`config.mk`:
```
export PLATFORM = sky130hd
export DESIGN_NAME = xor_checked_response_receiver
export DESIGN_NICKNAME = d
export VERILOG_FILES = /design/src/sv/xcrr_pkg.sv /design/src/sv/xcrr_accum.sv /design/src/sv/xcrr_core.sv /design/src/sv/xor_checked_response_receiver.sv
export SDC_FILE = /design/constraint.sdc
export NUM_CORES = 1
export LEC_CHECK = 0
export BUFFER_PORTS_ARGS = -buffer_cell sky130_fd_sc_hd__clkbuf_2
export CAP_MARGIN = 20
export CORE_MARGIN = 2
export CORE_UTILIZATION = 65
export DETAILED_ROUTE_END_ITERATION = 8
export PLACE_DENSITY_LB_ADDON = 0.1
export SYNTH_ARGS = -nofsm -noshare
export SYNTH_HDL_FRONTEND = slang
export SYNTH_HIERARCHICAL = 1
export SYNTH_SLANG_ARGS = --single-unit
```
`constraint.sdc`:
```
create_clock -name clock -period 12.04 [get_ports clock]
set_input_delay 0 -clock clock [delete_from_list [all_inputs] [get_ports clock]]
set_output_delay 0 -clock clock [all_outputs]
set_load 0.05 [all_outputs]
```
`src/sv/xcrr_pkg.sv`:
```
// Shared types and constants for the XOR-checked response receiver.
`default_nettype none

package xcrr_pkg;

   // Item function codes.
   localparam logic [1:0] FUNC_BYTE = 2'd0;
   localparam logic [1:0] FUNC_TICK = 2'd1;
   localparam logic [1:0] FUNC_ARM  = 2'd2;
   localparam logic [1:0] FUNC_NONE = 2'd3;

   // Result status codes.
   localparam logic [2:0] ST_OK       = 3'd0;
   localparam logic [2:0] ST_NUMBER   = 3'd1;
   localparam logic [2:0] ST_ERROR    = 3'd2;
   localparam logic [2:0] ST_UNKNOWN  = 3'd3;
   localparam logic [2:0] ST_CHECKSUM = 3'd4;
   localparam logic [2:0] ST_TIMEOUT  = 3'd5;
   localparam logic [2:0] ST_TOO_LONG = 3'd6;

   // Number parser phases.
   localparam logic [1:0] PH_SKIP   = 2'd0;
   localparam logic [1:0] PH_DIGITS = 2'd1;
   localparam logic [1:0] PH_DONE   = 2'd2;

   // Characters with a special meaning.
   localparam logic [7:0] CHAR_CR    = 8'h0D;
   localparam logic [7:0] CHAR_LF    = 8'h0A;
   localparam logic [7:0] CHAR_TAB   = 8'h09;
   localparam logic [7:0] CHAR_SPACE = 8'h20;
   localparam logic [7:0] CHAR_PLUS  = 8'h2B;
   localparam logic [7:0] CHAR_MINUS = 8'h2D;
   localparam logic [7:0] CHAR_ZERO  = 8'h30;
   localparam logic [7:0] CHAR_NINE  = 8'h39;
   localparam logic [7:0] CHAR_OK    = 8'h4F;
   localparam logic [7:0] CHAR_ERR   = 8'h45;
   localparam logic [7:0] CHAR_CMD   = 8'h43;

   // Configuration register indexes and reset values.
   localparam logic CSR_IDLE_TICK_LIMIT = 1'b0;
   localparam logic CSR_MAX_FRAME_BYTES = 1'b1;
   localparam logic [7:0] IDLE_TICK_LIMIT_RESET = 8'd10;
   localparam logic [7:0] MAX_FRAME_BYTES_RESET = 8'd20;

   typedef struct packed {
      logic [7:0] idle_tick_limit;
      logic [7:0] max_frame_bytes;
   } cfg_type;

   typedef struct packed {
      logic [2:0]  status;
      logic [31:0] number;
   } result_type;

endpackage

`default_nettype wire

```
`src/sv/xcrr_accum.sv`:
```
// Saturating decimal accumulate step: acc * 10 + digit, capped at 2^(VALUE_BITS-1).
`default_nettype none

module xcrr_accum #(
   parameter int VALUE_BITS = 32
) (
   input  wire logic [VALUE_BITS-1:0] acc,
   input  wire logic [3:0]            digit,
   output logic      [VALUE_BITS-1:0] acc_next
);

   localparam int WW = VALUE_BITS + 4;
   localparam logic [WW-1:0] CAP_W = {{(WW-1){1'b0}}, 1'b1} << (VALUE_BITS - 1);

   logic [WW-1:0] acc_w;
   logic [WW-1:0] prod;

   // acc > (cap - d) / 10 holds exactly when acc * 10 + d > cap.
   always_comb begin
      acc_w = {4'b0000, acc};
      prod  = (acc_w << 3) + (acc_w << 1) + {{(WW-4){1'b0}}, digit};
      if (prod > CAP_W) begin
         acc_next = CAP_W[VALUE_BITS-1:0];
      end else begin
         acc_next = prod[VALUE_BITS-1:0];
      end
   end

endmodule

`default_nettype wire

```
`src/sv/xcrr_core.sv`:
```
// Frame state and per-item decode: checksum, lead byte, number parse, limits.
`default_nettype none

module xcrr_core #(
   parameter int VALUE_BITS = 32
) (
   input  wire logic                 clock,
   input  wire logic                 reset,
   input  wire logic                 step_en,
   input  wire logic [1:0]           func,
   input  wire logic [7:0]           rx_byte,
   input  wire xcrr_pkg::cfg_type    cfg,
   output logic                      res_valid,
   output xcrr_pkg::result_type      res
);

   localparam int NW = (VALUE_BITS > 32) ? VALUE_BITS : 32;
   localparam logic [VALUE_BITS-1:0] CAP_M1 =
      ({{(VALUE_BITS-1){1'b0}}, 1'b1} << (VALUE_BITS - 1)) - {{(VALUE_BITS-1){1'b0}}, 1'b1};

   logic                  armed_ff, armed_in;
   logic [7:0]            count_ff, count_in;
   logic [7:0]            xor_ff, xor_in;
   logic [7:0]            held_ff, held_in;
   logic                  held_valid_ff, held_valid_in;
   logic [7:0]            lead_ff, lead_in;
   logic [1:0]            phase_ff, phase_in;
   logic                  neg_ff, neg_in;
   logic [VALUE_BITS-1:0] acc_ff, acc_in;
   logic [7:0]            idle_ff, idle_in;

   logic [VALUE_BITS-1:0] acc_step;
   logic                  is_digit;
   logic                  is_space;
   logic                  is_term;
   logic [8:0]            idle_next;
   logic [7:0]            count_next;
   logic [NW-1:0]         acc_ext;
   logic [NW-1:0]         neg_val;
   logic [VALUE_BITS-1:0] pos_val;
   logic [31:0]           final_number;

   xcrr_accum #(.VALUE_BITS(VALUE_BITS)) u_accum (
      .acc      (acc_ff),
      .digit    (held_ff[3:0]),
      .acc_next (acc_step)
   );

   always_comb begin
      is_digit = (held_ff >= xcrr_pkg::CHAR_ZERO) && (held_ff <= xcrr_pkg::CHAR_NINE);
      is_space = (held_ff == xcrr_pkg::CHAR_SPACE) ||
                 ((held_ff >= xcrr_pkg::CHAR_TAB) && (held_ff <= xcrr_pkg::CHAR_CR));
      is_term  = (rx_byte == xcrr_pkg::CHAR_CR) || (rx_byte == xcrr_pkg::CHAR_LF);
      idle_next  = {1'b0, idle_ff} + 9'd1;
      count_next = (count_ff == 8'hFF) ? count_ff : count_ff + 8'd1;

      // A negative magnitude wraps; a positive one clamps to the largest value.
      acc_ext = NW'(acc_ff);
      neg_val = '0 - acc_ext;
      pos_val = (acc_ff > CAP_M1) ? CAP_M1 : acc_ff;
      final_number = neg_ff ? neg_val[31:0] : 32'(NW'(pos_val));
   end

   always_comb begin
      armed_in      = armed_ff;
      count_in      = count_ff;
      xor_in        = xor_ff;
      held_in       = held_ff;
      held_valid_in = held_valid_ff;
      lead_in       = lead_ff;
      phase_in      = phase_ff;
      neg_in        = neg_ff;
      acc_in        = acc_ff;
      idle_in       = idle_ff;
      res_valid     = 1'b0;
      res.status    = xcrr_pkg::ST_OK;
      res.number    = '0;

      if (step_en) begin
         unique case (func)
            xcrr_pkg::FUNC_ARM: begin
               armed_in      = 1'b1;
               count_in      = '0;
               xor_in        = '0;
               held_in       = '0;
               held_valid_in = 1'b0;
               lead_in       = '0;
               phase_in      = xcrr_pkg::PH_SKIP;
               neg_in        = 1'b0;
               acc_in        = '0;
               idle_in       = '0;
            end
            xcrr_pkg::FUNC_TICK: begin
               if (armed_ff) begin
                  if (idle_next > {1'b0, cfg.idle_tick_limit}) begin
                     res_valid  = 1'b1;
                     res.status = xcrr_pkg::ST_TIMEOUT;
                     armed_in   = 1'b0;
                  end else begin
                     idle_in = idle_next[7:0];
                  end
               end
            end
            xcrr_pkg::FUNC_BYTE: begin
               if (armed_ff) begin
                  idle_in = '0;
                  if (is_term) begin
                     res_valid = 1'b1;
                     armed_in  = 1'b0;
                     priority if (!held_valid_ff || (held_ff != xor_ff)) begin
                        res.status = xcrr_pkg::ST_CHECKSUM;
                     end else if ((count_ff >= 8'd2) && (lead_ff == xcrr_pkg::CHAR_OK)) begin
                        res.status = xcrr_pkg::ST_OK;
                     end else if ((count_ff >= 8'd2) && (lead_ff == xcrr_pkg::CHAR_ERR)) begin
                        res.status = xcrr_pkg::ST_ERROR;
                     end else if ((count_ff >= 8'd2) && (lead_ff == xcrr_pkg::CHAR_CMD)) begin
                        res.status = xcrr_pkg::ST_UNKNOWN;
                     end else begin
                        res.status = xcrr_pkg::ST_NUMBER;
                        res.number = final_number;
                     end
                  end else begin
                     // The held byte turns out to be payload, not the checksum.
                     if (held_valid_ff) begin
                        if (count_ff == 8'd1) begin
                           lead_in = held_ff;
                        end
                        xor_in = xor_ff ^ held_ff;
                        case (phase_ff)
                           xcrr_pkg::PH_SKIP: begin
                              priority if (is_space) begin
                                 phase_in = xcrr_pkg::PH_SKIP;
                              end else if (held_ff == xcrr_pkg::CHAR_PLUS) begin
                                 phase_in = xcrr_pkg::PH_DIGITS;
                              end else if (held_ff == xcrr_pkg::CHAR_MINUS) begin
                                 neg_in   = 1'b1;
                                 phase_in = xcrr_pkg::PH_DIGITS;
                              end else if (is_digit) begin
                                 acc_in   = acc_step;
                                 phase_in = xcrr_pkg::PH_DIGITS;
                              end else begin
                                 phase_in = xcrr_pkg::PH_DONE;
                              end
                           end
                           xcrr_pkg::PH_DIGITS: begin
                              if (is_digit) begin
                                 acc_in = acc_step;
                              end else begin
                                 phase_in = xcrr_pkg::PH_DONE;
                              end
                           end
                           default: begin
                              phase_in = phase_ff;
                           end
                        endcase
                     end
                     held_in       = rx_byte;
                     held_valid_in = 1'b1;
                     count_in      = count_next;
                     if (count_next >= cfg.max_frame_bytes) begin
                        res_valid  = 1'b1;
                        res.status = xcrr_pkg::ST_TOO_LONG;
                        armed_in   = 1'b0;
                     end
                  end
               end
            end
            default: begin
               armed_in = armed_ff;
            end
         endcase
      end
   end

   always_ff @(posedge clock) begin
      if (reset) begin
         armed_ff      <= 1'b0;
         count_ff      <= '0;
         xor_ff        <= '0;
         held_ff       <= '0;
         held_valid_ff <= 1'b0;
         lead_ff       <= '0;
         phase_ff      <= xcrr_pkg::PH_SKIP;
         neg_ff        <= 1'b0;
         acc_ff        <= '0;
         idle_ff       <= '0;
      end else begin
         armed_ff      <= armed_in;
         count_ff      <= count_in;
         xor_ff        <= xor_in;
         held_ff       <= held_in;
         held_valid_ff <= held_valid_in;
         lead_ff       <= lead_in;
         phase_ff      <= phase_in;
         neg_ff        <= neg_in;
         acc_ff        <= acc_in;
         idle_ff       <= idle_in;
      end
   end

endmodule

`default_nettype wire

```
`src/sv/xor_checked_response_receiver.sv`:
```
// XOR-checked response receiver: takes reply bytes and poll ticks, reports one status per frame.
//
// Usage: the req_ channel carries one item per accepted cycle: req_func selects
// a received byte (req_rx_byte), a poll tick, or arm-and-clear. Once armed, the
// block collects bytes until CR or LF, checks the XOR checksum in the byte
// before the terminator, and returns one rsp_ item (rsp_status, rsp_number).
// Timeouts and over-long frames are reported as soon as they occur. Any
// reported result disarms the block until the next arm item.
// An accepted item is registered in the input register, then decoded into the
// result register once the output is free, and offered on rsp_ from there.
// Throughput is one item per cycle while no result is stalled; the frame
// state update between the input and result registers sets that figure.
// Reset clears the input and result registers, disarms the block and sets the
// csr_ registers to their defaults (idle tick limit 10, frame limit 20).
// When the receiver holds rsp_stall, the waiting result stays on rsp_ and the
// input register keeps one more item; after that req_stall is raised.
// The csr_ port should only be written while no item is in flight.
`default_nettype none

module xor_checked_response_receiver #(
   parameter int VALUE_BITS = 32
) (
   input  wire logic        clock,
   input  wire logic        reset,
   input  wire logic        req_valid,
   output logic             req_stall,
   input  wire logic [1:0]  req_func,
   input  wire logic [7:0]  req_rx_byte,
   output logic             rsp_valid,
   input  wire logic        rsp_stall,
   output logic [2:0]       rsp_status,
   output logic [31:0]      rsp_number,
   input  wire logic        csr_write,
   input  wire logic        csr_index,
   input  wire logic [7:0]  csr_wdata
);

   xcrr_pkg::cfg_type    cfg_ff, cfg_in;
   logic                 in_valid_ff, in_valid_in;
   logic [1:0]           in_func_ff, in_func_in;
   logic [7:0]           in_byte_ff, in_byte_in;
   logic                 rsp_valid_ff, rsp_valid_in;
   xcrr_pkg::result_type rsp_data_ff, rsp_data_in;

   logic                 out_free;
   logic                 advance;
   logic                 res_valid;
   xcrr_pkg::result_type res;

   xcrr_core #(.VALUE_BITS(VALUE_BITS)) u_core (
      .clock     (clock),
      .reset     (reset),
      .step_en   (advance),
      .func      (in_func_ff),
      .rx_byte   (in_byte_ff),
      .cfg       (cfg_ff),
      .res_valid (res_valid),
      .res       (res)
   );

   always_comb begin
      out_free  = !rsp_valid_ff || !rsp_stall;
      advance   = in_valid_ff && out_free;
      req_stall = in_valid_ff && !out_free;

      in_valid_in = in_valid_ff && !advance;
      in_func_in  = in_func_ff;
      in_byte_in  = in_byte_ff;
      if (req_valid && !req_stall) begin
         in_valid_in = 1'b1;
         in_func_in  = req_func;
         in_byte_in  = req_rx_byte;
      end

      rsp_valid_in = rsp_valid_ff && rsp_stall;
      rsp_data_in  = rsp_data_ff;
      if (advance) begin
         rsp_valid_in = res_valid;
         rsp_data_in  = res;
      end

      cfg_in = cfg_ff;
      if (csr_write) begin
         unique case (csr_index)
            xcrr_pkg::CSR_IDLE_TICK_LIMIT: cfg_in.idle_tick_limit = csr_wdata;
            xcrr_pkg::CSR_MAX_FRAME_BYTES: cfg_in.max_frame_bytes = csr_wdata;
         endcase
      end
   end

   always_ff @(posedge clock) begin
      if (reset) begin
         in_valid_ff            <= 1'b0;
         rsp_valid_ff           <= 1'b0;
         cfg_ff.idle_tick_limit <= xcrr_pkg::IDLE_TICK_LIMIT_RESET;
         cfg_ff.max_frame_bytes <= xcrr_pkg::MAX_FRAME_BYTES_RESET;
      end else begin
         in_valid_ff  <= in_valid_in;
         rsp_valid_ff <= rsp_valid_in;
         cfg_ff       <= cfg_in;
      end
   end

   always_ff @(posedge clock) begin
      in_func_ff  <= in_func_in;
      in_byte_ff  <= in_byte_in;
      rsp_data_ff <= rsp_data_in;
   end

   assign rsp_valid  = rsp_valid_ff;
   assign rsp_status = rsp_data_ff.status;
   assign rsp_number = rsp_data_ff.number;

   // A number is only carried by a number result.
   a_number_only_for_number: assert property (@(posedge clock) disable iff (reset)
      rsp_valid_ff && (rsp_data_ff.status != xcrr_pkg::ST_NUMBER) |-> rsp_data_ff.number == '0)
      else $error("nonzero number on a non-number result");

   // An item that could not be decoded stays in the input register unchanged.
   a_input_held: assert property (@(posedge clock) disable iff (reset)
      in_valid_ff && !advance |=> in_valid_ff && $stable(in_func_ff) && $stable(in_byte_ff))
      else $error("pending item lost from the input register");

   // A stalled result is never overwritten by a newly decoded item.
   a_no_decode_over_stalled: assert property (@(posedge clock) disable iff (reset)
      rsp_valid_ff && rsp_stall |-> !advance)
      else $error("item decoded while a result was stalled");

endmodule

`default_nettype wire

```
# Word level (Yosys, flattened, before mapping)
# Cells that the tools add are included.
[totals] wordCells=183 ff_bits=140 input_bits=24 output_inout_bits=37
[classes] eq_ne=29 bitwise=5 magnitude_cmp=9 reduce_logical=35 muxes=82 add_sub_neg=5
[op_table] operator="two-way mux 32 bit" n=15
[op_table] operator="one-hot mux 32 bit (2 select lines)" n=2
[op_table] operator="two-way mux 8 bit" n=15
[op_table] operator="one-hot mux 8 bit (2 select lines)" n=4
[op_table] operator="adder 35 x 33 -> 36 bit" n=1
[op_table] operator="adder 36 x 4 -> 36 bit" n=1
[op_table] operator="greater-than comparator 36 x 32 -> 1 bit, second input constant" n=1
[op_table] operator="two-way mux 35 bit" n=1
[op_table] operator="greater-than comparator 32 x 31 -> 1 bit, second input constant" n=1
[op_table] operator="subtractor 1 x 32 -> 32 bit, first input constant" n=1
[op_table] operator="== test 8 x 6 -> 1 bit, second input constant" n=3
[op_table] operator="== test 8 x 7 -> 1 bit, second input constant" n=3
[op_table] operator="one-hot mux 8 bit (3 select lines)" n=1
[op_table] operator="two-way mux 1 bit" n=21
[op_table] operator="two-way mux 3 bit" n=7
[op_table] operator="two-way mux 2 bit" n=9
[op_table] operator="AND reduction 9 bit" n=2
[op_table] operator="== test 8 x 4 -> 1 bit, second input constant" n=2
[op_table] operator="inequality test 3 bit, second input constant" n=5
[op_table] operator="logical AND 1 bit" n=10
[op_table] operator="inequality test 2 x 1 -> 1 bit, second input constant" n=5
[op_table] operator="inequality test 2 bit, second input constant" n=5
[op_table] operator="AND reduction 5 bit" n=2
[op_table] operator="adder 8 x 1 -> 9 bit, second input constant" n=1
[op_table] operator="29 further kinds" n=47

# Logic depth before layout (Yosys ltp)
# Gate-level depths: netlist (run 1).
[logic_depth] word_depth=13 depth_mapped=17 mapped_depth_nobuf=15

# Cells and area by module
# The synthesis (run 1) kept the hierarchy.
[modules_own_cells] module="xcrr_core" seq_area_each_um2=1541.5 n_inst=1 area_each_um2=5321.4 cells_per_inst=713
[modules_own_cells] module="xcrr_accum" seq_area_each_um2=0.0 n_inst=1 area_each_um2=2892.8 cells_per_inst=391
[modules_own_cells] module="xor_checked_response_receiver" seq_area_each_um2=1711.6 n_inst=1 area_each_um2=2120.8 cells_per_inst=120

# Worst setup path after synthesis (run 1)
# No wires, ideal clock.
[synth_path] path_kind="flip-flop to flip-flop" startpoint="register rsp_valid (netlist name)" endpoint="register rsp_data_ff, in the netlist rsp_number[11], data pin" setup_time_ns=0.170 arrival_time_ns=4.890 stages_incl_launch_ff=7 path_buffers=1 slack_ns=6.980 t_required_ns=11.870 synth_period_minus_slack_ns=5.060 cell_sequence="dfxtp_1 -> a21boi_0 -> nand3b_1 -> or2_2 -> a211o_1 -> buf_6 -> a311oi_2"
[synth_rtl] element="to (signal assigned)" line_no="xor_checked_response_receiver.sv:107" text="rsp_data_ff <= rsp_data_in;"
[synth_rtl] element="to (decl)" line_no="xor_checked_response_receiver.sv:43" text="xcrr_pkg::result_type rsp_data_ff, rsp_data_in;"

# Final worst setup path (run 1)
[layout_path] startpoint="register u_core.held_ff[3]" endpoint="register u_core.acc_ff[14], in the netlist u_core/acc_ext[14]"
[layout_between] elab_chain_cells=12 word_cells_on_any_way=26 classes_between="add/sub (1); order compare (5); eq/ne (6); mux (10); reduce/logical (4)"
[layout_lines] element="from (decl)" line_no="xcrr_core.sv:24" text="logic [7:0] held_ff, held_in;"
[layout_lines] element="from (signal assigned)" line_no="xcrr_core.sv:191" text="held_ff <= held_in;"
[layout_lines] element="adder 36 x 4 -> 36 bit *" line_no="xcrr_accum.sv:21" text="prod = (acc_w << 3) + (acc_w << 1) + {{(WW-4){1'b0}}, digit};"
[layout_lines] element="greater-than comparator 36 x 32 -> 1 bit" line_no="xcrr_accum.sv:22" text="if (prod > CAP_W) begin"
[layout_lines] element="two-way mux 32 bit *" line_no="xcrr_accum.sv:22"
[layout_lines] element="net u_core.acc_step[14]" line_no="xcrr_core.sv:32" text="logic [VALUE_BITS-1:0] acc_step;"
[layout_lines] element="two-way mux 32 bit *" line_no="xcrr_core.sv:138, xcrr_core.sv:146"
[layout_lines] element="two-way mux 32 bit" line_no="xcrr_core.sv:135" text="end else if (held_ff == xcrr_pkg::CHAR_MINUS) begin"
[layout_lines] element="two-way mux 32 bit" line_no="xcrr_core.sv:133" text="end else if (held_ff == xcrr_pkg::CHAR_PLUS) begin"
[layout_lines] element="two-way mux 32 bit" line_no="xcrr_core.sv:131" text="priority if (is_space) begin"
[layout_lines] element="one-hot mux 32 bit (2 select lines) *" line_no="xcrr_core.sv:129" text="case (phase_ff)"
[layout_lines] element="two-way mux 32 bit *" line_no="xcrr_core.sv:124" text="if (held_valid_ff) begin"
[layout_lines] element="two-way mux 32 bit *" line_no="xcrr_core.sv:107" text="if (is_term) begin"
[layout_lines] element="two-way mux 32 bit *" line_no="xcrr_core.sv:105" text="if (armed_ff) begin"
[layout_lines] element="one-hot mux 32 bit (2 select lines) *" line_no="xcrr_core.sv:80" text="unique case (func)"
[layout_lines] element="to (signal assigned)" line_no="xcrr_core.sv:196" text="acc_ff <= acc_in;"
[layout_lines] element="to (decl)" line_no="xcrr_core.sv:29" text="logic [VALUE_BITS-1:0] acc_ff, acc_in;"
# Mark *: on every way through the listed nets, which the timed path passes. The rest lies on a longest branch. The select of a mux whose other input is x is not followed.
# A chain may end at the register's enable or synchronous reset.

==> reports/qor.yml, run 1 <==
ant_nets: 0
cp.required_ps: 12390
critical_path_arrival_ps: 5590
ff_latch_area_mm2: 0.00325
ir_worst_vdd_mv: 0.131
worstMarginPinSlew_ps: 1050
rows: 46
worstSetupPathType: "reg -> reg"
gp_congestion: 0.988
yosys.area.top_type: "dfxtp_1"
gr-total-overflow: 0
core_area_mm2: 0.0157
vias: 9737
ys_seq_area_share_pct: 31.5
drtPass1Iterations: 5
status: "finished clean"
tns_ps: 0
yosysUniqueCellTypes: 83
tritoncts_num_sinks: 140
fp.dieW_um: 130
fin_skew_ps: 8.90
grt_pass1_wl_um: 43700
wl_per_cell_um: 18.4
path_common_cell: "fa_1"
fillerInstances: 1222
async_reset_ff_share_pct: 0
numCtsBuffers: 17
clk_latency_ps: 430
wirelength_um: 27400
cts_root_buf: "clkbuf_16"
slew_headroom_pct: 29.6
crit_chain: "inv_1, fa_1, fa_1, nand2b_1, a21oi_2, o211ai_1, a211oi_1, o21ai_1, o21a_1, o31a_1, or2_2, nor4_2, nand3_1, a21oi_1"
grt_usage_pct: 32.4
setup.worst_path.start_class: "flip-flop"
ys_ff_latch: 140
h-tree-depth: 4
drc_errors: 0
grt_max_degree: 94
pin_count: 61
syn_nets: 1334
dp_hpwl_um: 18800
viasPerCell: 6.54
drt-initial-drc-count: 744
crit_path_end_kind: "flip-flop"
post-route-period-util_pct: 43.5
antenna_found_initial: 0
min_path_type: "in -> reg"
multiInputGateArea_mm2: 0.00657
crit_path_max_fanout: 18
netlist_area_mm2: 0.0103
diodes: 0
power_density_mw_per_mm2: 96.2
die_area_mm2: 0.0169
syn_to_final_growth_pct: 11.6
setup_viol: 0
synth_top_area_share_pct: 18.4
rsz0062_at_grt: "false"
hold_viol_final: 0
ys_warn_count: 6
critPathMaxStageDelay_ps: 580
synth_most_common_cell: "a21oi_1"
clk_pin_slew_ps: 60
synth_area_per_cell_um2: 8.44
timing.final.crit_period_ps: 5240
clock_path_buffers: 2
die_height_um: 130
first_global_vias: 9010
synth_edf_count: 45
drive_gt1_share_pct: 12.6
slowest_stage: "or2_2"
cts_tree: "built"
synth_common_cells: "a21oi_1, nand2_1, nor2_1"
slew_viol_final: 0
port_buffers: 60
cts_resized: 0
synth_ff_type: "dfxtp_1"
max_freq_ghz: 0.191
initial_core_util_pct: 65.8
drv_cap: 0
synth_cells: 1224
total_power_uw: 1110
nets: 1370
leakagePower_uw: 0.00458
synthTopCellsByArea: "dfxtp_1, edfxtp_1, ha_1"
layer usage:
metal / track usage [%] / up-vias / wire [um]
li1: - / 4662 / -
met1: 38.3 / 4639 / 11000
met2: 56.8 / 357 / 13800
met3: 5.45 / 79 / 1360
met4: 16.3 / 0 / 1130
met5: 0 / - / 0
area by class of cell:
cell class | instances | share of cell area (%)
well taps | 216 | 2.34
clock buffers | 21 | 4.00
inverters | 43 | 1.40
repair buffers | 95 | 5.67
clock inverters | 11 | 1.35
flip-flops and latches | 140 | 28.2
multi-input cells | 963 | 57.0
power by group:
group	total, uW	switching (uW)	internal (uW)
logic	56.8	36.3	20.4
clock network	552	211	342
registers	500	5.59	494
total	1110	253	856
worst max-delay path: cells and delay by family (launching register included):
family | cells | cell delay [ps]
buffers and inverters | 1 | 110
and+or+nand+nor | 4 | 1220
adders and majority gates | 2 | 960
AOI/OAI and AO/OA | 7 | 2310
DFF | 1 | 560
final timing paths:
check | start | to | slack [ps] | cells after the start
worst max-delay path | u_core/held_ff[3]$_SDFFE_PP0P_ | u_core/acc_ext[14]$_SDFFE_PP0P_ | 6800 | 14
worst min-delay path | csr_write | cfg_ff[1]$_SDFFE_PP0P_ | 40 | 3
worst max register to register | u_core/held_ff[3]$_SDFFE_PP0P_ | u_core/acc_ext[14]$_SDFFE_PP0P_ | 6800 | 14
worst min register to register | cfg_ff[2]$_SDFFE_PP1P_ | cfg_ff[2]$_SDFFE_PP1P_ | 470 | 1
cells by family after synthesis:
| group | Yosys count | share of synthesized area [%] |
|---|---|---|
| buffers and inverters | 121 | 5.10 |
| multiplexers | 16 | 1.60 |
| flip-flops | 140 | 31.5 |
| AND/OR/NAND/NOR | 487 | 25.6 |
| adder cells (fa/ha/maj) | 86 | 10.6 |
| XOR/XNOR | 48 | 4.07 |
| AO/OA/AOI/OAI | 326 | 21.6 |
sequential cells by signal (all words and copies together) (netlist names), 2 cells and up:
register         count
in_byte_ff           8
u_core/idle_ff       8
in_func_ff           2
u_core/held_ff       8
u_core/acc_ext      32
rsp_number          32
cfg_ff              16
u_core/lead_ff       8
rsp_status           3
u_core/count_ff      8
u_core/xor_ff        8
u_core/phase_ff      2
per-stage QoR:
| stage | util, % | area, um2 | setup WS [ps] | hold WS [ps] | std cells |
|---|---|---|---|---|---|
| CTS | 73.2 | 11500 | 6950 | 12.7 | 1488 |
| floorplan | - | 10300 | 6980 | 98.9 | 1224 |
| finish | 73.4 | 11500 | 6800 | 36.4 | 1489 |
| global placement | 67.6 | 10600 | 6900 | 177 | 1430 |
| global route | 73.4 | 11500 | 6540 | 38.9 | 1489 |
| detailed placement | 67.7 | 10600 | 6990 | 179 | 1431 |
layout by cell type, fill, tap and decap left out, types with 7 or more instances in the layout:
master,count
nor4b_1,8
ha_1,84
and3_1,8
a22oi_1,15
a211oi_1,19
nor3b_1,17
or2_2,13
nor2_1,95
dfxtp_1,95
nand2b_1,25
nand4_1,34
clkbuf_2,60
a21oi_1,114
and2_1,7
nor3_1,34
a221o_1,8
mux2i_1,12
a31oi_1,8
o21ai_0,43
dlygate4sd3_1,25
nand3_1,60
nor4_1,11
edfxtp_1,45
or4_1,10
a21o_1,8
xnor2_1,29
clkbuf_16,18
nand2_1,98
o21a_1,10
xor2_1,19
nor4_2,11
a211o_1,13
nor2b_1,16
buf_4,8
inv_1,43
or3_1,12
repair_timing:
item | in CTS | in global routing
hold endpoints to repair | 28 | 0
buffers inserted | 0 | 0
hold buffers | 25 | 0
Note: power is estimated with default switching activity, not from simulation.
==> run 2, diff against run 1 <==
ABC_AREA = 1   (was unset)
CORE_UTILIZATION = 57   (was 65)
clock period = 4.2 ns   (was 12.04 ns; I/O delays follow)
==> run 2 against run 1 <==
Via count up 13%. Cell area up 6.2%. First-iteration DRC count shrank 3.0%. Clock-buffer cell count decreased by 4. Sequential share of layout area is 1.7 points lower. Routed wire length increased by 8.1%. Non-clock buffer count shrank 2. Power grew to 3.3 times the previous value. Clock power grew to 2.7 times the previous value.
==> reports/qor.yml, run 2 <==
synth_edf_count: 45  # unchanged
synthTopCellsByArea: "dfxtp_1, nand2_1, edfxtp_1"
drt-initial-drc-count: 722  # -3.0%
yosys.area.top_type: "dfxtp_1"
synth_most_common_cell: "nand2_1"
syn_to_final_growth_pct: 11.6  # about the same
slew_headroom_pct: 47.3  # +18 points
tritoncts_num_sinks: 140  # unchanged
die_height_um: 143  # +9.7%
status: "finished clean"
drv_cap: 0  # unchanged
clk_latency_ps: 430  # about the same
crit_path_end_kind: "flip-flop"
drtPass1Iterations: 5  # unchanged
wl_per_cell_um: 14.6  # -21%
slowest_stage: "fa_1"
tns_ps: 0  # unchanged
power_density_mw_per_mm2: 300  # +210%
numCtsBuffers: 17  # unchanged
mostFrequentLayoutCells: "nand2_1, inv_1, nor2_1"
synth_cells: 1709  # +40%
total_power_uw: 3680  # +230%
post-cts-setup-buffer-count: 0  # unchanged
synth_common_cells: "nand2_1, inv_1, nor2_1"
ys_seq_area_share_pct: 29.7  # -1.8 points
cts_root_buf: "clkbuf_16"
setup_viol: 0  # unchanged
cp.required_ps: 4540  # -7850 ps
min_path_type: "in -> reg"
fin_skew_ps: 15.9  # +7.02 ps
grt_pass1_wl_um: 48500  # +11%
diodes: 0  # unchanged
pre_cts_slack_ps: 488  # -6500 ps
antenna_found_initial: 0  # unchanged
synth_top_area_share_pct: 17.3  # -1.1 points
netlist_area_mm2: 0.0110  # +6.1%
rows: 50  # +8.7%
crit_family: "simple AND/OR/NAND/NOR gates"
cp.buffers_inverters: 2  # +1
slew_viol_final: 0  # unchanged
fp.dieW_um: 143  # +9.7%
leakagePower_uw: 0.00588  # +28%
grt_max_degree: 65  # -31%
h-tree-depth: 4  # unchanged
die_area_mm2: 0.0204  # +20%
ys_ff_latch: 140  # unchanged
drive_gt1_share_pct: 8.95  # -3.7 points
ys_warn_count: 6  # unchanged
max_freq_ghz: 0.269  # +41%
critPathMaxStageDelay_ps: 550  # -30 ps
worstSetupPathType: "reg -> reg"
pin_count: 61  # unchanged
wirelength_um: 29600  # +8.1%
async_reset_ff_share_pct: 0  # unchanged
core_area_mm2: 0.0188  # +19%
gr-total-overflow: 0  # unchanged
timing.final.crit_period_ps: 3720  # -1520 ps
setup.worst_path.start_class: "flip-flop"
crit_chain: "inv_1, fa_1, fa_1, inv_1, nand3_1, nand3_1, nand2_1, nand2_2, xnor2_1, nand3_1, nor2_1, nand3_1, nor2_1, nand2_1, nand2_2, nand2_8, nor2_2, nand2_1, nand2_1, o21ai_0, nor2_1"
worstMarginPinSlew_ps: 786  # -266 ps
grt_usage_pct: 29.5  # -2.9 points
synth_area_per_cell_um2: 6.42  # -24%
viasPerCell: 5.42  # -17%
critical_path_arrival_ps: 4070  # -1520 ps
fillerInstances: 1718  # +41%
post-route-period-util_pct: 88.6  # +45 points
nets: 1896  # +38%
drc_errors: 0  # unchanged
cts_tree: "built"
fin_util_pct: 65.2  # -8.1 points
final_common_cell: "nand2_1"
vias: 11000  # +13%
ant_nets: 0  # unchanged
hold_viol_final: 0  # unchanged
first_global_vias: 10300  # +14%
syn_nets: 1820  # +36%
yosysUniqueCellTypes: 48  # -42%
gp_congestion: 0.954  # -3.4%
dp_hpwl_um: 22100  # +17%
crit_path_max_fanout: 31  # +13
rsz0062_at_grt: "false"
worst_slack_ps: 479  # -6320 ps
clk_pin_slew_ps: 70  # about the same
ir_worst_vdd_mv: 0.275  # +110%
initial_core_util_pct: 58.4  # -7.3 points
port_buffers: 60  # unchanged
clock_path_buffers: 2  # unchanged
multiInputGateArea_mm2: 0.00652  # -0.88%
synth_ff_type: "dfxtp_1"
ff_latch_area_mm2: 0.00325  # unchanged
-- run 2: cell count changes after synthesis, sizes merged, moves of 15 or more --
| cell | previous run | this run |
|---|---|---|
| inv | 43 | 262 |
| nor3 | 37 | 56 |
| a22oi | 15 | 0 |
| clkbuf | 55 | 20 |
| o21ai | 50 | 67 |
| nand2b | 25 | 0 |
| nor2b | 17 | 0 |
| nand2 | 99 | 506 |
| a211oi | 23 | 0 |
| nor3b | 19 | 1 |
| xnor2 | 29 | 8 |
| nor2 | 96 | 243 |
| nand3 | 60 | 99 |
-- run 2: timing repair --
| item | in CTS | in global routing |
|---|---|---|
| hold endpoints to repair | 31 | 0 |
| endpoints found under the setup margin | 0 | 4 |
| hold buffers | 25 | 0 |
| gates resized for setup | 0 | 1 |
-- run 2: area by class of cell --
type                       instances  share of cell area (%)
multi-input combinational       1267                    53.2
sequential                       140                    26.6
inverter                         266                    8.18
timing repair buffer              93                    4.99
clock buffer                      17                    3.47
tap                              234                    2.39
clock inverter                    15                    1.19
-- run 2: final timing paths --
check | startpoint | endpoint | depth (start not counted) | slack, ps
max reg2reg | u_core/acc_ext[0]$_SDFFE_PP0P_ | u_core/acc_ext[18]$_SDFFE_PP0P_ | 21 | 480
max | u_core/acc_ext[0]$_SDFFE_PP0P_ | u_core/acc_ext[18]$_SDFFE_PP0P_ | 21 | 480
min | csr_write | cfg_ff[9]$_SDFFE_PP1P_ | 3 | 20
min reg2reg | u_core/lead_ff[5]$_SDFFE_PP0P_ | u_core/lead_ff[5]$_SDFFE_PP0P_ | 2 | 460
-- run 2: report_power, final --
group          total [uW]  switching, uW  internal (uW)
Clock                1470            675            790
Sequential           1500           61.0           1440
Combinational         707            482            225
Total                3680           1220           2460
-- run 2: worst min-delay path, delay by kind of cell --
kind | cells | cell delay, ps
buffers and inverters | 1 | 190
and+or+nand+nor | 2 | 200
-- run 2: per-stage QoR --
stage	instance area (um2)	hold WS, ps	std cells
CTS	12200	6.81	2032
finish	12200	16.4	2032
detailed placement	11400	179	1975
global route	12200	42.6	2032
global placement	11400	177	1975
floorplan	11000	69.1	1709
-- run 2: cells by family after synthesis --
kind of cell,share of synthesized area (%)
compound gates,9.08
xor+xnor,2.24
fa+ha+maj,10.1
buf+inv,11.1
flops,29.7
simple gates,37.9
-- run 2: per-layer routing --
layer | track usage (%) | vias to the layer above | share of wire (%)
met3 | 4.33 | 76 | 5.7
met5 | 0 | - | 0
li1 | - | 5624 | -
met2 | 52.3 | 394 | 48
met4 | 10.9 | 0 | 3.2
met1 | 36.4 | 4925 | 43
